File: config.mk
export PLATFORM = sky130hd
export DESIGN_NAME = multi_axis_servo_interpolator_core_flat
export DESIGN_NICKNAME = d
export VERILOG_FILES = /design/src/design/msi_pkg.sv /design/src/design/msi_in_if.sv /design/src/design/msi_out_if.sv /design/src/design/msi_div.sv /design/src/design/multi_axis_servo_interpolator_core.sv /design/src/flat_wrapper.sv
export SDC_FILE = /design/constraint.sdc
export NUM_CORES = 2
export LEC_CHECK = 0
export ABC_AREA = 1
export BUFFER_PORTS_ARGS = -buffer_cell sky130_fd_sc_hd__buf_2
export CORE_ASPECT_RATIO = 0.9
export CORE_MARGIN = 5
export CORE_UTILIZATION = 45
export DETAILED_ROUTE_END_ITERATION = 6
export GPL_ROUTABILITY_DRIVEN = 1
export PLACE_DENSITY_LB_ADDON = 0.15
export SYNTH_ARGS = -nofsm -noshare
export SYNTH_HDL_FRONTEND = slang
export SYNTH_HIERARCHICAL = 1
export SYNTH_SLANG_ARGS = --single-unit
export TNS_END_PERCENT = 10
File: constraint.sdc
create_clock -name clk -period 15.5 [get_ports clk]
set_input_delay 0 -clock clk [delete_from_list [all_inputs] [get_ports clk]]
set_output_delay 0 -clock clk [all_outputs]
set_load 0.03 [all_outputs]
File: src/design/msi_pkg.sv
package msi_pkg;

    // field and register widths
    localparam int ANGLE_W    = 12;
    localparam int DIFF_W     = ANGLE_W + 1;
    localparam int STEPS_W    = 16;
    localparam int HIGH_W     = 11;
    localparam int PULSE_W    = 12;
    localparam int CFG_IDX_W  = 3;
    localparam int CFG_DATA_W = 12;

    // pulse mapping datapath widths
    localparam int COEF_W     = 11;
    localparam int MAP_DEN_W  = 12;
    localparam int MAP_A_W    = 14;
    localparam int PROD1_W    = 26;
    localparam int PROD2_W    = COEF_W + MAP_DEN_W;

    // serial divider widths: numerator covers the mapping numerator,
    // divisor covers the step count
    localparam int DIV_NUM_W  = 23;
    localparam int DIV_DEN_W  = STEPS_W;

    localparam int AXES_DEFAULT = 4;
    localparam int IO_AXES      = 4;

    // item modes
    localparam logic MODE_TARGET = 1'b0;
    localparam logic MODE_TICK   = 1'b1;

    // register index map
    localparam logic [CFG_IDX_W-1:0] CFG_LOW_LIMIT_BASE  = 3'd0;
    localparam logic [CFG_IDX_W-1:0] CFG_HIGH_LIMIT_BASE = 3'd4;

    localparam int signed LOW_LIMIT_RESET  = -900;
    localparam int        HIGH_LIMIT_RESET = 900;

    // per-axis pulse triples in microseconds
    localparam int PULSE_MIN [4] = '{1303, 1000, 1000, 1000};
    localparam int PULSE_MID [4] = '{1412, 1426, 1458, 1300};
    localparam int PULSE_MAX [4] = '{1534, 1900, 2000, 1600};

    // slope of the segment below angle zero
    function automatic logic [COEF_W-1:0] slope_low(input logic [1:0] k);
        return COEF_W'(PULSE_MID[k] - PULSE_MIN[k]);
    endfunction

    // slope of the segment above angle zero
    function automatic logic [COEF_W-1:0] slope_high(input logic [1:0] k);
        return COEF_W'(PULSE_MAX[k] - PULSE_MID[k]);
    endfunction

    // offset pulse of the segment below angle zero
    function automatic logic [COEF_W-1:0] base_low(input logic [1:0] k);
        return COEF_W'(PULSE_MIN[k]);
    endfunction

    // offset pulse of the segment above angle zero
    function automatic logic [COEF_W-1:0] base_high(input logic [1:0] k);
        return COEF_W'(PULSE_MID[k]);
    endfunction

endpackage

File: src/design/msi_in_if.sv
interface msi_in_if
    import msi_pkg::*;
();
    logic                      valid;
    logic                      ready;
    logic                      mode;
    logic signed [ANGLE_W-1:0] target_angle0;
    logic signed [ANGLE_W-1:0] target_angle1;
    logic signed [ANGLE_W-1:0] target_angle2;
    logic signed [ANGLE_W-1:0] target_angle3;
    logic [STEPS_W-1:0]        move_steps;

    modport source
    (
        output valid, mode, target_angle0, target_angle1, target_angle2, target_angle3,
        output move_steps,
        input  ready
    );

    modport sink
    (
        input  valid, mode, target_angle0, target_angle1, target_angle2, target_angle3,
        input  move_steps,
        output ready
    );
endinterface

File: src/design/msi_out_if.sv
interface msi_out_if
    import msi_pkg::*;
();
    logic               valid;
    logic               ready;
    logic [PULSE_W-1:0] pulse_axis0;
    logic [PULSE_W-1:0] pulse_axis1;
    logic [PULSE_W-1:0] pulse_axis2;
    logic [PULSE_W-1:0] pulse_axis3;
    logic               moved;
    logic               done_res;

    modport source
    (
        output valid, pulse_axis0, pulse_axis1, pulse_axis2, pulse_axis3, moved, done_res,
        input  ready
    );

    modport sink
    (
        input  valid, pulse_axis0, pulse_axis1, pulse_axis2, pulse_axis3, moved, done_res,
        output ready
    );
endinterface

File: src/design/msi_div.sv
module msi_div
    import msi_pkg::*;
#(
    parameter int NUM_W = DIV_NUM_W,
    parameter int DEN_W = DIV_DEN_W
)
(
    input  logic             clk,
    input  logic             rst_n,
    input  logic             start,
    input  logic [NUM_W-1:0] num,
    input  logic [DEN_W-1:0] den,
    output logic             busy,
    output logic [NUM_W-1:0] quo
);

    localparam int CNT_W = $clog2(NUM_W + 1);

    logic [NUM_W-1:0] shift_reg;
    logic [NUM_W-1:0] shift_next;
    logic [DEN_W-1:0] rem_reg;
    logic [DEN_W-1:0] rem_next;
    logic [DEN_W-1:0] den_reg;
    logic [DEN_W-1:0] den_next;
    logic [CNT_W-1:0] cnt_reg;
    logic [CNT_W-1:0] cnt_next;

    logic [DEN_W:0]   trial;
    logic [DEN_W:0]   trial_sub;
    logic             fits;

    // one restoring step: numerator bits shift out at the top, quotient bits in at the bottom
    assign trial     = {rem_reg, shift_reg[NUM_W-1]};
    assign trial_sub = trial - {1'b0, den_reg};
    assign fits      = (trial >= {1'b0, den_reg});

    always_comb
    begin
        shift_next = shift_reg;
        rem_next   = rem_reg;
        den_next   = den_reg;
        cnt_next   = cnt_reg;
        if (start)
        begin
            shift_next = num;
            rem_next   = '0;
            den_next   = den;
            cnt_next   = CNT_W'(NUM_W);
        end
        else if (cnt_reg != '0)
        begin
            shift_next = {shift_reg[NUM_W-2:0], fits};
            rem_next   = fits ? trial_sub[DEN_W-1:0] : trial[DEN_W-1:0];
            cnt_next   = cnt_reg - 1'b1;
        end
    end

    always_ff @(posedge clk or negedge rst_n)
    begin
        if (!rst_n)
        begin
            shift_reg <= '0;
            rem_reg   <= '0;
            den_reg   <= '0;
            cnt_reg   <= '0;
        end
        else
        begin
            shift_reg <= shift_next;
            rem_reg   <= rem_next;
            den_reg   <= den_next;
            cnt_reg   <= cnt_next;
        end
    end

    assign busy = (cnt_reg != '0);
    assign quo  = shift_reg;

endmodule

File: src/design/multi_axis_servo_interpolator_core.sv
// Multi-axis servo interpolator. A target beat (mode 0) stores the goal angles and the step
// count and returns nothing. A tick beat (mode 1) moves every axis one interpolation step
// toward its goal and returns the four pulse widths with the moved and done flags. A tick
// goes through the diff, interpolation divide, update, mapping and mapping divide states to
// the finish state; the interpolation divide runs only when the axes differ with more than
// one step left. Each axis has a bit-serial restoring divider for the interpolation and then
// the pulse mapping quotient. One tick is in flight at a time; its result sits in an output
// register, so the next beat is taken while the result waits. Limit registers must be written
// through the plain write port while no tick is in flight; the block does not enforce it.
module multi_axis_servo_interpolator_core
    import msi_pkg::*;
#(
    parameter int AXES = AXES_DEFAULT
)
(
    input  logic                  clk,
    input  logic                  rst_n,
    input  logic                  write_en,
    input  logic [CFG_IDX_W-1:0]  write_index,
    input  logic [CFG_DATA_W-1:0] write_data,
    msi_in_if.sink                item,
    msi_out_if.source             result
);

    typedef enum logic [2:0]
    {
        ST_IDLE,
        ST_DIFF,
        ST_IDIV,
        ST_UPD,
        ST_MAPA,
        ST_MAPB,
        ST_MDIV,
        ST_FIN
    } state_t;

    state_t state_reg;
    state_t state_next;

    // configuration and motion state
    logic signed [ANGLE_W-1:0] low_limit_reg  [4];
    logic signed [ANGLE_W-1:0] low_limit_next [4];
    logic [HIGH_W-1:0]         high_limit_reg  [4];
    logic [HIGH_W-1:0]         high_limit_next [4];
    logic signed [ANGLE_W-1:0] cur_reg  [AXES];
    logic signed [ANGLE_W-1:0] cur_next [AXES];
    logic signed [ANGLE_W-1:0] goal_reg  [AXES];
    logic signed [ANGLE_W-1:0] goal_next [AXES];
    logic [STEPS_W-1:0]        steps_reg;
    logic [STEPS_W-1:0]        steps_next;

    // per-tick working registers
    logic [AXES-1:0]           sign_reg;
    logic [AXES-1:0]           sign_next;
    logic                      differ_reg;
    logic                      differ_next;
    logic                      done_reg;
    logic                      done_next;
    logic signed [PROD1_W-1:0] prod1_reg  [AXES];
    logic signed [PROD1_W-1:0] prod1_next [AXES];
    logic [PROD2_W-1:0]        prod2_reg  [AXES];
    logic [PROD2_W-1:0]        prod2_next [AXES];
    logic [MAP_DEN_W-1:0]      mden_reg  [AXES];
    logic [MAP_DEN_W-1:0]      mden_next [AXES];
    logic [AXES-1:0]           neg_reg;
    logic [AXES-1:0]           neg_next;

    // output register
    logic                      out_valid_reg;
    logic                      out_valid_next;
    logic [PULSE_W-1:0]        pulse_reg  [IO_AXES];
    logic [PULSE_W-1:0]        pulse_next [IO_AXES];
    logic                      moved_reg;
    logic                      moved_next;
    logic                      done_res_reg;
    logic                      done_res_next;

    // per-axis combinational signals
    logic signed [ANGLE_W-1:0] target_in [IO_AXES];
    logic signed [ANGLE_W-1:0] goal_load [AXES];
    logic [AXES-1:0]           ne;
    logic signed [DIFF_W-1:0]  diff_w [AXES];
    logic signed [ANGLE_W-1:0] step_angle [AXES];
    logic signed [PROD1_W-1:0] map_num [AXES];
    logic [PULSE_W-1:0]        sat_pulse [AXES];
    logic [PULSE_W-1:0]        pulse_val [IO_AXES];
    logic [AXES-1:0]           div_busy;
    logic [DIV_NUM_W-1:0]      div_quo [AXES];
    logic                      div_start;
    logic                      div_sel_interp;

    assign target_in[0] = item.target_angle0;
    assign target_in[1] = item.target_angle1;
    assign target_in[2] = item.target_angle2;
    assign target_in[3] = item.target_angle3;

    assign div_sel_interp = (state_reg == ST_DIFF);

    genvar i;
    generate
        for (i = 0; i < AXES; i++)
        begin : g_axis
            localparam logic [1:0] K = 2'(i % 4);

            logic [ANGLE_W-1:0]        abs_diff;
            logic [DIFF_W-1:0]         delta;
            logic signed [DIFF_W-1:0]  sum;
            logic                      p_nonpos;
            logic signed [DIFF_W-1:0]  neg_low;
            logic [MAP_DEN_W-1:0]      den_lo;
            logic [MAP_DEN_W-1:0]      den_hi;
            logic [MAP_DEN_W-1:0]      den_sel;
            logic signed [MAP_A_W-1:0] p_ext;
            logic signed [MAP_A_W-1:0] a;
            logic [COEF_W-1:0]         c1;
            logic [COEF_W-1:0]         c2;
            logic [DIV_NUM_W-1:0]      num_in;
            logic [DIV_DEN_W-1:0]      den_in;

            // goal loaded by a target beat; axes without a field keep goal zero
            if (i < IO_AXES)
            begin : g_goal
                assign goal_load[i] = target_in[i];
            end
            else
            begin : g_goal_zero
                assign goal_load[i] = '0;
            end

            // distance to goal and its magnitude for the interpolation divide
            assign diff_w[i] = {goal_reg[i][ANGLE_W-1], goal_reg[i]}
                             - {cur_reg[i][ANGLE_W-1], cur_reg[i]};
            assign ne[i]     = (cur_reg[i] != goal_reg[i]);
            assign abs_diff  = diff_w[i][DIFF_W-1] ? ANGLE_W'(-diff_w[i])
                                                   : diff_w[i][ANGLE_W-1:0];

            // one interpolation step, quotient truncated toward zero
            assign delta = sign_reg[i] ? (DIFF_W'(0) - {1'b0, div_quo[i][ANGLE_W-1:0]})
                                       : {1'b0, div_quo[i][ANGLE_W-1:0]};
            assign sum   = {cur_reg[i][ANGLE_W-1], cur_reg[i]} + $signed(delta);
            assign step_angle[i] = sum[ANGLE_W-1:0];

            // segment selection and divisor of the pulse mapping
            assign p_nonpos = cur_reg[i][ANGLE_W-1] || (cur_reg[i] == '0);
            assign neg_low  = DIFF_W'(0) - {low_limit_reg[K][ANGLE_W-1], low_limit_reg[K]};
            assign den_lo   = low_limit_reg[K][ANGLE_W-1] ? neg_low[MAP_DEN_W-1:0]
                                                         : MAP_DEN_W'(1);
            assign den_hi   = (high_limit_reg[K] == '0) ? MAP_DEN_W'(1)
                                                        : {1'b0, high_limit_reg[K]};
            assign den_sel  = p_nonpos ? den_lo : den_hi;

            // products of the mapping numerator
            assign p_ext = {{(MAP_A_W - ANGLE_W){cur_reg[i][ANGLE_W-1]}}, cur_reg[i]};
            assign a     = p_nonpos ? (p_ext + $signed({2'b00, den_sel})) : p_ext;
            assign c1    = p_nonpos ? slope_low(K) : slope_high(K);
            assign c2    = p_nonpos ? base_low(K) : base_high(K);
            assign prod1_next[i] = a * $signed({1'b0, c1});
            assign prod2_next[i] = c2 * den_sel;
            assign mden_next[i]  = den_sel;

            assign map_num[i] = prod1_reg[i]
                              + $signed({{(PROD1_W - PROD2_W){1'b0}}, prod2_reg[i]});

            // saturate the mapping quotient; a negative numerator gives zero
            assign sat_pulse[i] = neg_reg[i] ? '0
                                : (|div_quo[i][DIV_NUM_W-1:PULSE_W]) ? {PULSE_W{1'b1}}
                                : div_quo[i][PULSE_W-1:0];

            // divider operands: interpolation in the diff state, mapping otherwise
            assign num_in = div_sel_interp ? DIV_NUM_W'(abs_diff)
                          : (map_num[i][PROD1_W-1] ? '0 : map_num[i][DIV_NUM_W-1:0]);
            assign den_in = div_sel_interp ? steps_reg : DIV_DEN_W'(mden_reg[i]);

            msi_div #(
                .NUM_W (DIV_NUM_W),
                .DEN_W (DIV_DEN_W)
            ) u_div (
                .clk   (clk),
                .rst_n (rst_n),
                .start (div_start),
                .num   (num_in),
                .den   (den_in),
                .busy  (div_busy[i]),
                .quo   (div_quo[i])
            );
        end

        // pulses of axes that have an output field
        for (i = 0; i < IO_AXES; i++)
        begin : g_pulse
            if (i < AXES)
            begin : g_live
                assign pulse_val[i] = sat_pulse[i];
            end
            else
            begin : g_absent
                assign pulse_val[i] = '0;
            end
        end
    endgenerate

    // next-state logic
    always_comb
    begin
        state_next      = state_reg;
        low_limit_next  = low_limit_reg;
        high_limit_next = high_limit_reg;
        cur_next        = cur_reg;
        goal_next       = goal_reg;
        steps_next      = steps_reg;
        sign_next       = sign_reg;
        differ_next     = differ_reg;
        done_next       = done_reg;
        neg_next        = neg_reg;
        pulse_next      = pulse_reg;
        moved_next      = moved_reg;
        done_res_next   = done_res_reg;
        out_valid_next  = out_valid_reg && !result.ready;
        div_start       = 1'b0;

        // limit register writes
        for (int k = 0; k < 4; k++)
        begin
            if (write_en && (write_index == CFG_LOW_LIMIT_BASE + CFG_IDX_W'(k)))
            begin
                low_limit_next[k] = write_data;
            end
            if (write_en && (write_index == CFG_HIGH_LIMIT_BASE + CFG_IDX_W'(k)))
            begin
                high_limit_next[k] = write_data[HIGH_W-1:0];
            end
        end

        case (state_reg)
            ST_IDLE:
            begin
                if (item.valid)
                begin
                    if (item.mode == MODE_TARGET)
                    begin
                        goal_next  = goal_load;
                        steps_next = item.move_steps;
                    end
                    else
                    begin
                        state_next = ST_DIFF;
                    end
                end
            end

            ST_DIFF:
            begin
                differ_next = |ne;
                for (int a = 0; a < AXES; a++)
                begin
                    sign_next[a] = diff_w[a][DIFF_W-1];
                end
                if ((|ne) && (steps_reg > STEPS_W'(1)))
                begin
                    div_start  = 1'b1;
                    state_next = ST_IDIV;
                end
                else
                begin
                    state_next = ST_UPD;
                end
            end

            ST_IDIV:
            begin
                if (!(|div_busy))
                begin
                    state_next = ST_UPD;
                end
            end

            ST_UPD:
            begin
                if (differ_reg)
                begin
                    for (int a = 0; a < AXES; a++)
                    begin
                        cur_next[a] = (steps_reg <= STEPS_W'(1)) ? goal_reg[a] : step_angle[a];
                    end
                    if (steps_reg != '0)
                    begin
                        steps_next = steps_reg - 1'b1;
                    end
                end
                state_next = ST_MAPA;
            end

            ST_MAPA:
            begin
                done_next  = !(|ne);
                state_next = ST_MAPB;
            end

            ST_MAPB:
            begin
                for (int a = 0; a < AXES; a++)
                begin
                    neg_next[a] = map_num[a][PROD1_W-1];
                end
                div_start  = 1'b1;
                state_next = ST_MDIV;
            end

            ST_MDIV:
            begin
                if (!(|div_busy))
                begin
                    state_next = ST_FIN;
                end
            end

            ST_FIN:
            begin
                if (!out_valid_reg || result.ready)
                begin
                    out_valid_next = 1'b1;
                    pulse_next     = pulse_val;
                    moved_next     = differ_reg;
                    done_res_next  = done_reg;
                    state_next     = ST_IDLE;
                end
            end

            default:
            begin
                state_next = ST_IDLE;
            end
        endcase
    end

    // state and registered outputs
    always_ff @(posedge clk or negedge rst_n)
    begin
        if (!rst_n)
        begin
            state_reg <= ST_IDLE;
            for (int k = 0; k < 4; k++)
            begin
                low_limit_reg[k]  <= ANGLE_W'(LOW_LIMIT_RESET);
                high_limit_reg[k] <= HIGH_W'(HIGH_LIMIT_RESET);
            end
            for (int a = 0; a < AXES; a++)
            begin
                cur_reg[a]   <= '0;
                goal_reg[a]  <= '0;
                prod1_reg[a] <= '0;
                prod2_reg[a] <= '0;
                mden_reg[a]  <= '0;
            end
            steps_reg     <= '0;
            sign_reg      <= '0;
            differ_reg    <= 1'b0;
            done_reg      <= 1'b0;
            neg_reg       <= '0;
            out_valid_reg <= 1'b0;
            for (int j = 0; j < IO_AXES; j++)
            begin
                pulse_reg[j] <= '0;
            end
            moved_reg     <= 1'b0;
            done_res_reg  <= 1'b0;
        end
        else
        begin
            state_reg      <= state_next;
            low_limit_reg  <= low_limit_next;
            high_limit_reg <= high_limit_next;
            cur_reg        <= cur_next;
            goal_reg       <= goal_next;
            steps_reg      <= steps_next;
            sign_reg       <= sign_next;
            differ_reg     <= differ_next;
            done_reg       <= done_next;
            neg_reg        <= neg_next;
            if (state_reg == ST_MAPA)
            begin
                prod1_reg <= prod1_next;
                prod2_reg <= prod2_next;
                mden_reg  <= mden_next;
            end
            out_valid_reg  <= out_valid_next;
            pulse_reg      <= pulse_next;
            moved_reg      <= moved_next;
            done_res_reg   <= done_res_next;
        end
    end

    // channel ports
    assign item.ready         = (state_reg == ST_IDLE);
    assign result.valid       = out_valid_reg;
    assign result.pulse_axis0 = pulse_reg[0];
    assign result.pulse_axis1 = pulse_reg[1];
    assign result.pulse_axis2 = pulse_reg[2];
    assign result.pulse_axis3 = pulse_reg[3];
    assign result.moved       = moved_reg;
    assign result.done_res    = done_res_reg;

endmodule

File: src/flat_wrapper.sv
// flat-port wrapper written by rule: the top's interface ports become plain ports
module multi_axis_servo_interpolator_core_flat import msi_pkg::*;
#(
    parameter int AXES = AXES_DEFAULT
)
  (clk, rst_n, write_en, write_index, write_data, item_valid, item_mode, item_target_angle0, item_target_angle1, item_target_angle2, item_target_angle3, item_move_steps, item_ready, result_valid, result_pulse_axis0, result_pulse_axis1, result_pulse_axis2, result_pulse_axis3, result_moved, result_done_res, result_ready);
  msi_in_if item_i ();
  msi_out_if result_i ();
  input  logic clk;
  input  logic rst_n;
  input  logic write_en;
  input  logic [CFG_IDX_W-1:0] write_index;
  input  logic [CFG_DATA_W-1:0] write_data;
  input wire logic [$bits(item_i.valid)-1:0] item_valid;
  input wire logic [$bits(item_i.mode)-1:0] item_mode;
  input wire logic [$bits(item_i.target_angle0)-1:0] item_target_angle0;
  input wire logic [$bits(item_i.target_angle1)-1:0] item_target_angle1;
  input wire logic [$bits(item_i.target_angle2)-1:0] item_target_angle2;
  input wire logic [$bits(item_i.target_angle3)-1:0] item_target_angle3;
  input wire logic [$bits(item_i.move_steps)-1:0] item_move_steps;
  output wire logic [$bits(item_i.ready)-1:0] item_ready;
  output wire logic [$bits(result_i.valid)-1:0] result_valid;
  output wire logic [$bits(result_i.pulse_axis0)-1:0] result_pulse_axis0;
  output wire logic [$bits(result_i.pulse_axis1)-1:0] result_pulse_axis1;
  output wire logic [$bits(result_i.pulse_axis2)-1:0] result_pulse_axis2;
  output wire logic [$bits(result_i.pulse_axis3)-1:0] result_pulse_axis3;
  output wire logic [$bits(result_i.moved)-1:0] result_moved;
  output wire logic [$bits(result_i.done_res)-1:0] result_done_res;
  input wire logic [$bits(result_i.ready)-1:0] result_ready;
  assign item_i.valid = item_valid;
  assign item_i.mode = item_mode;
  assign item_i.target_angle0 = item_target_angle0;
  assign item_i.target_angle1 = item_target_angle1;
  assign item_i.target_angle2 = item_target_angle2;
  assign item_i.target_angle3 = item_target_angle3;
  assign item_i.move_steps = item_move_steps;
  assign item_ready = item_i.ready;
  assign result_valid = result_i.valid;
  assign result_pulse_axis0 = result_i.pulse_axis0;
  assign result_pulse_axis1 = result_i.pulse_axis1;
  assign result_pulse_axis2 = result_i.pulse_axis2;
  assign result_pulse_axis3 = result_i.pulse_axis3;
  assign result_moved = result_i.moved;
  assign result_done_res = result_i.done_res;
  assign result_i.ready = result_ready;
  multi_axis_servo_interpolator_core #(.AXES(AXES)) u_core (.clk(clk), .rst_n(rst_n), .write_en(write_en), .write_index(write_index), .write_data(write_data), .item(item_i), .result(result_i));
endmodule
== After elaboration in Yosys (flattened, before gate mapping) ==
Cells that the tools add are included.
Widths: inputs -> output; s select.

* $add $sub $neg: 37
* Multipliers: 8
* Order comparisons: 6
* Equality and inequality tests: 26
* Multiplexer cells: 99
* Bitwise operators: 1
* Reduce and logical (&&, ||, !) cells: 49

{| class="wikitable"
|+ Operators by type and width
! kind !! count
|-
| $mux 23 || 16
|-
| $mux 12 || 28
|-
| $mux 16 || 20
|-
| $add 26x24->26 || 4
|-
| $sub 1x12->12 const A || 8
|-
| $mul 11x12->23 || 4
|-
| $mux 11 || 7
|-
| $ge 17x16->1 || 4
|-
| $sub 16x16->16 || 4
|-
| $add 12x13->14 || 4
|-
| $mux 14 || 4
|-
| $sub 12x12->13 || 4
|-
| $add 12x12->12 || 4
|-
| $logic_not 12->1 || 4
|-
| $ne 12x12->1 || 4
|-
| $neg 12->12 || 4
|-
| $mux 5 || 9
|-
| $logic_not 11->1 || 4
|-
| $reduce_or 11->1 || 4
|-
| $pmux 16 s2 || 1
|-
| $mul 14x11->25 || 1
|-
| $eq 3x3->1 const B || 8
|-
| $mul 14x10->24 || 1
|-
| $pmux 3 s8 || 1
|-
| 28 further kinds || 74
|}

* Register bits: 750
* Input bits: 85
* Output and inout bits: 52
* Word-level logic and storage cells: 283

== Depth between registers and ports, before layout ==
* Word-level depth: 6
* Gate-level depth with buffers: 42
* Mapped depth without buffers: 41

== Hierarchy ==
Netlist, hierarchy kept.

{| class="wikitable"
|+ By module, submodules not included
! module !! times used !! cells each !! area each (um2) !! seq. area each (um2)
|-
| multi_axis_servo_interpolator_core || 1 || 8428 || 61398.9 || 12441.9
|-
| msi_div || 4 || 515 || 3827.4 || 1501.4
|}

== Least setup slack after synthesis ==
No wires, ideal clock.

* Kind: reg-to-reg
* Start point: reg u_core/cur_reg[13] in the netlist's numbering
* End point: reg u_core/prod1_reg[47] in the netlist's numbering
* Library setup time: 0.118 ns
* Data arrival time: 7.073 ns
* Required time: 15.382 ns
* Path slack: 8.309 ns
* Cell stages (with the launch flop): 31
* Period minus slack after synthesis: 7.191 ns
* Cells stage by stage: dfrtp_1 > inv_1 > nand4_1 > nor2_1 > nand4_1 > nand2_1 > buf_2 > nor2_1 > a21oi_1 > ha_1 > nand2_1 > nand2_1 > a31oi_1 > nand3_1 > nand3_1 > nand2_1 > o21ai_0 > fa_1 > fa_1 > fa_1 > inv_1 > fa_1 > inv_1 > ha_1 > nand2_1 > nor4_1 > nand3_1 > nand3_1 > nand2_1 > nand3_1 > nand2_1

* Cells in the longest elaborated chain, start to end: 6

{| class="wikitable"
|+ RTL lines
! item !! line !! RTL
|-
| from (decl) || multi_axis_servo_interpolator_core.sv:45 || <nowiki>logic signed [ANGLE_W-1:0] cur_reg [AXES];</nowiki>
|-
| from (signal assigned) || multi_axis_servo_interpolator_core.sv:373 || <nowiki>cur_reg <= cur_next;</nowiki>
|-
| $logic_not 12->1 || multi_axis_servo_interpolator_core.sv:144 || <nowiki>assign p_nonpos = cur_reg[i][ANGLE_W-1] || (cur_reg[i] == '0);</nowiki>
|-
| $logic_or 1x1->1 || multi_axis_servo_interpolator_core.sv:144 ||
|-
| $mux 12 || multi_axis_servo_interpolator_core.sv:150 || <nowiki>assign den_sel = p_nonpos ? den_lo : den_hi;</nowiki>
|-
| via u_core.g_axis[2].den_sel[8] || multi_axis_servo_interpolator_core.sv:112 || <nowiki>logic [MAP_DEN_W-1:0] den_sel;</nowiki>
|-
| $add 12x13->14 || multi_axis_servo_interpolator_core.sv:154 || <nowiki>assign a = p_nonpos ? (p_ext + $signed({2'b00, den_sel})) : p_ext;</nowiki>
|-
| $mux 14 || multi_axis_servo_interpolator_core.sv:154 ||
|-
| $mul 14x11->25 || multi_axis_servo_interpolator_core.sv:157 || <nowiki>assign prod1_next[i] = a * $signed({1'b0, c1});</nowiki>
|-
| to (signal assigned) || multi_axis_servo_interpolator_core.sv:382 || <nowiki>prod1_reg <= prod1_next;</nowiki>
|-
| to (decl) || multi_axis_servo_interpolator_core.sv:59 || <nowiki>logic signed [PROD1_W-1:0] prod1_reg [AXES];</nowiki>
|}

The timed path passes the listed nets, and every way through them passes these cells.
A chain may end at the register's enable or synchronous reset.

== Worst setup path in the final report ==
* Start point: reg u_core/cur_reg[13] in the netlist's numbering
* End point: reg u_core/prod1_reg[44] in the netlist's numbering

The elaborated chain is that of the path after synthesis.

==> metrics.csv <==
metric,value,unit
final sum of negative setup slack,0,ps
r2r setup slk,6350,ps
Max Cap Violations,0,
worst slew pin tran,1090,ps
H-Tree Depth,3,
DPL Wire Length,194000,um
Avg Synthesized Cell Area,7.31,sq um
grt ovf,0,
vias per std cell,5.26,
Critical Path AT,9750,ps
CP peak stage delay,540,ps
Synth Instances,10500,
Post-synth EDFFs,0,
Peak Freq,109,MHz
Final Critical Period,9150,ps
status,"finished, final reports clean",
CP max FO,34,
Hold EP,u_core/state_reg[0],
HP Class,in2reg,
Inserted Clock Buffers,91,
Synth top area share,22.5,%
first-pass GRT wire length,379000,um
hold slack,50.6,ps
Synth area leader,dfrtp_1,
Setup crit start kind,flip-flop,
Post-CTS Setup Bufs,0,
skew final,29.5,ps
I/O pin count,137,
top area cells in the synthesized netlist,"dfrtp_1 23%, ha_1 14%, nand2_1 13%",
Slew headroom,27.5,%
reg-to-reg critical path endpoint,u_core/prod1_reg[44],
final wirelength,241000,um
Multi-input gate area,50300,sq um
die height,402,um
worst reg2reg path depth,38,
layout cells sized above 1,5.73,%
reg2reg start,u_core/cur_reg[13],
Critical Path RT,16100,ps
via count,68300,
CORE AREA,169000,sq um
vias in the first global route,65400,
slowest CP cell,fa_1,
Routability Congestion,0.948,
clock tree buffer depth,3,
Min-Delay Startpoint,item_mode,
row count,143,
share of the clock period used by the worst path,59.0,%
placed cell areas,79600,sq um
fillers,17000,
clock-pin slew on the worst setup and hold paths,60,ps
Hold Path Depth,5,
crit path kind,reg2reg,
"Setup violations, final",0,
max FFs per register,92,
Worst-Skew Late Latency,720,ps
cell area after layout,84200,sq um
gr usage total,26.6,%
Fin. Hold Viols,0,
DRC viols,0,
IO Port Bufs,136,
CTS tree,yes,
Synth Cell Area,76700,sq um
clock sink count,735,
largest net degree at the start of global routing,158,
Initial Util,45.4,%
fin. max-slew vios,0,
#FFs+latches synth,735,
synth-to-layout area growth,9.75,%
1st-iter DRT viols,5236,
async set-or-reset flop fraction in the synthesized netlist,100,%
CTS root buffer,clkbuf_16,
net total in the final layout,12100,
drt first pass iters,7,
initial antenna violation count,7,
register area share after synthesis,24.0,%
register area,18400,sq um
CP endpoint kind,flip-flop,
Die Wd,445,um
RSZ-0062 raised after global routing,false,
full die area,179000,sq um
"Top FF cell, synth",dfrtp_1,
DR WL/cell,18.5,um
Synth Warn #,6,
"Distinct cells, synth",67,
post-route ant nets,0,
cell mode on critical path,inv_1,
## placed cells by master, fill, tap and decap left out, types with 42 or more instances in the layout
master / n
nand2_1: 2626
inv_1: 1851
ha_1: 867
nor2_1: 755
dfrtp_1: 691
o21ai_0: 683
nand3_1: 611
fa_1: 446
a21oi_1: 430
buf_2: 135
xor2_1: 135
dlygate4sd3_1: 115
nand4_1: 115
xnor2_1: 115
clkbuf_16: 94
o221ai_1: 91
nor3_1: 83
o21ai_1: 80
o21bai_1: 56
a31oi_1: 53
conb_1: 52
dfstp_2: 44
nand3b_1: 42
## worst max-delay path, delay by kind of cell, from the launching register on
kind	cells	cell delay, ps
AND/OR/NAND/NOR	14	2440
flip-flops	1	450
buffers and inverters	11	1580
adder cells (fa/ha/maj)	7	3160
AO/OA/AOI/OAI	6	1380
## cells in the mapped netlist, types with 42 or more instances
master	n
buf_2	60
nand2_1	2628
a21oi_1	430
xor2_1	135
nand3_1	611
o21ai_1	78
nand3b_1	42
fa_1	446
dfstp_2	44
clkbuf_1	177
o221ai_1	91
dfrtp_1	691
xnor2_1	115
o21bai_1	56
nor2_1	757
ha_1	867
a31oi_1	53
o21ai_0	686
nand4_1	115
nor3_1	84
inv_1	1853
## stage by stage
| stage | cells | worst slack, ps | util, % |
|---|---|---|---|
| floorplan | 10500 | 8310 | - |
| global placement | 12700 | 6450 | 47.1 |
| detailed placement | 12700 | 6420 | 47.1 |
| CTS | 13000 | 6370 | 49.8 |
| global route | 13000 | 5700 | 49.8 |
| finish | 13000 | 6350 | 49.8 |
## worst max path at each step
stage | from | cells after the start | slack, ps | endpoint
floorplan | u_core/cur_reg[13] | 30 | 8310 | u_core/prod1_reg[47]
global placement | u_core/cur_reg[13] | 38 | 6450 | u_core/prod1_reg[44]
detailed placement | u_core/cur_reg[13] | 38 | 6420 | u_core/prod1_reg[44]
CTS | u_core/cur_reg[13] | 38 | 6370 | u_core/prod1_reg[44]
global route | u_core/cur_reg[13] | 38 | 5700 | u_core/prod1_reg[44]
finish | u_core/cur_reg[13] | 38 | 6350 | u_core/prod1_reg[44]
## layout make-up
type	count	area share, %
Tap cell	2247	3.34
Clock buffer	127	3.19
Inverter	1869	8.35
Timing Repair Buffer	293	2.62
Multi-Input combinational cell	7665	59.7
Antenna cell	2	0.00595
Sequential cell	735	21.9
Clock inverter	45	0.856
## logic make-up (layout without fill, tap and decap cells)
| family | Yosys count | count (layout) | synth area share (%) |
|---|---|---|---|
| and+or+nand+nor | 4460 | 4460 | 24.7 |
| buffers and inverters | 2138 | 2334 | 10.7 |
| AOI/OAI and AO/OA | 1558 | 1558 | 11.4 |
| adders and majority gates | 1313 | 1313 | 25.8 |
| DFF | 735 | 735 | 24.0 |
| xor gates and xnor gates | 250 | 250 | 2.85 |
| muxes | 32 | 32 | 0.470 |
| other | 2 | 54 | 0.00979 |
## metal layers
layer	routed length (um)	vias to the layer above	part of all wire, %	track usage [%]
li1	-	33900	-	-
met2	102000	1714	43	40.2
met5	10	-	0.0042	0
met1	118000	32400	49	40.2
met4	7310	2	3.0	7.02
met3	12500	272	5.2	3.15
## timing repair
action                                 in CTS  in global routing
gates resized for setup                     0                  0
hold buffers                              116                  0
endpoints found under the hold margin     201                  0
Power is left out: the tool's default activity adds up to more than one toggle a clock period on the data nets, which glitch-free logic cannot reach.
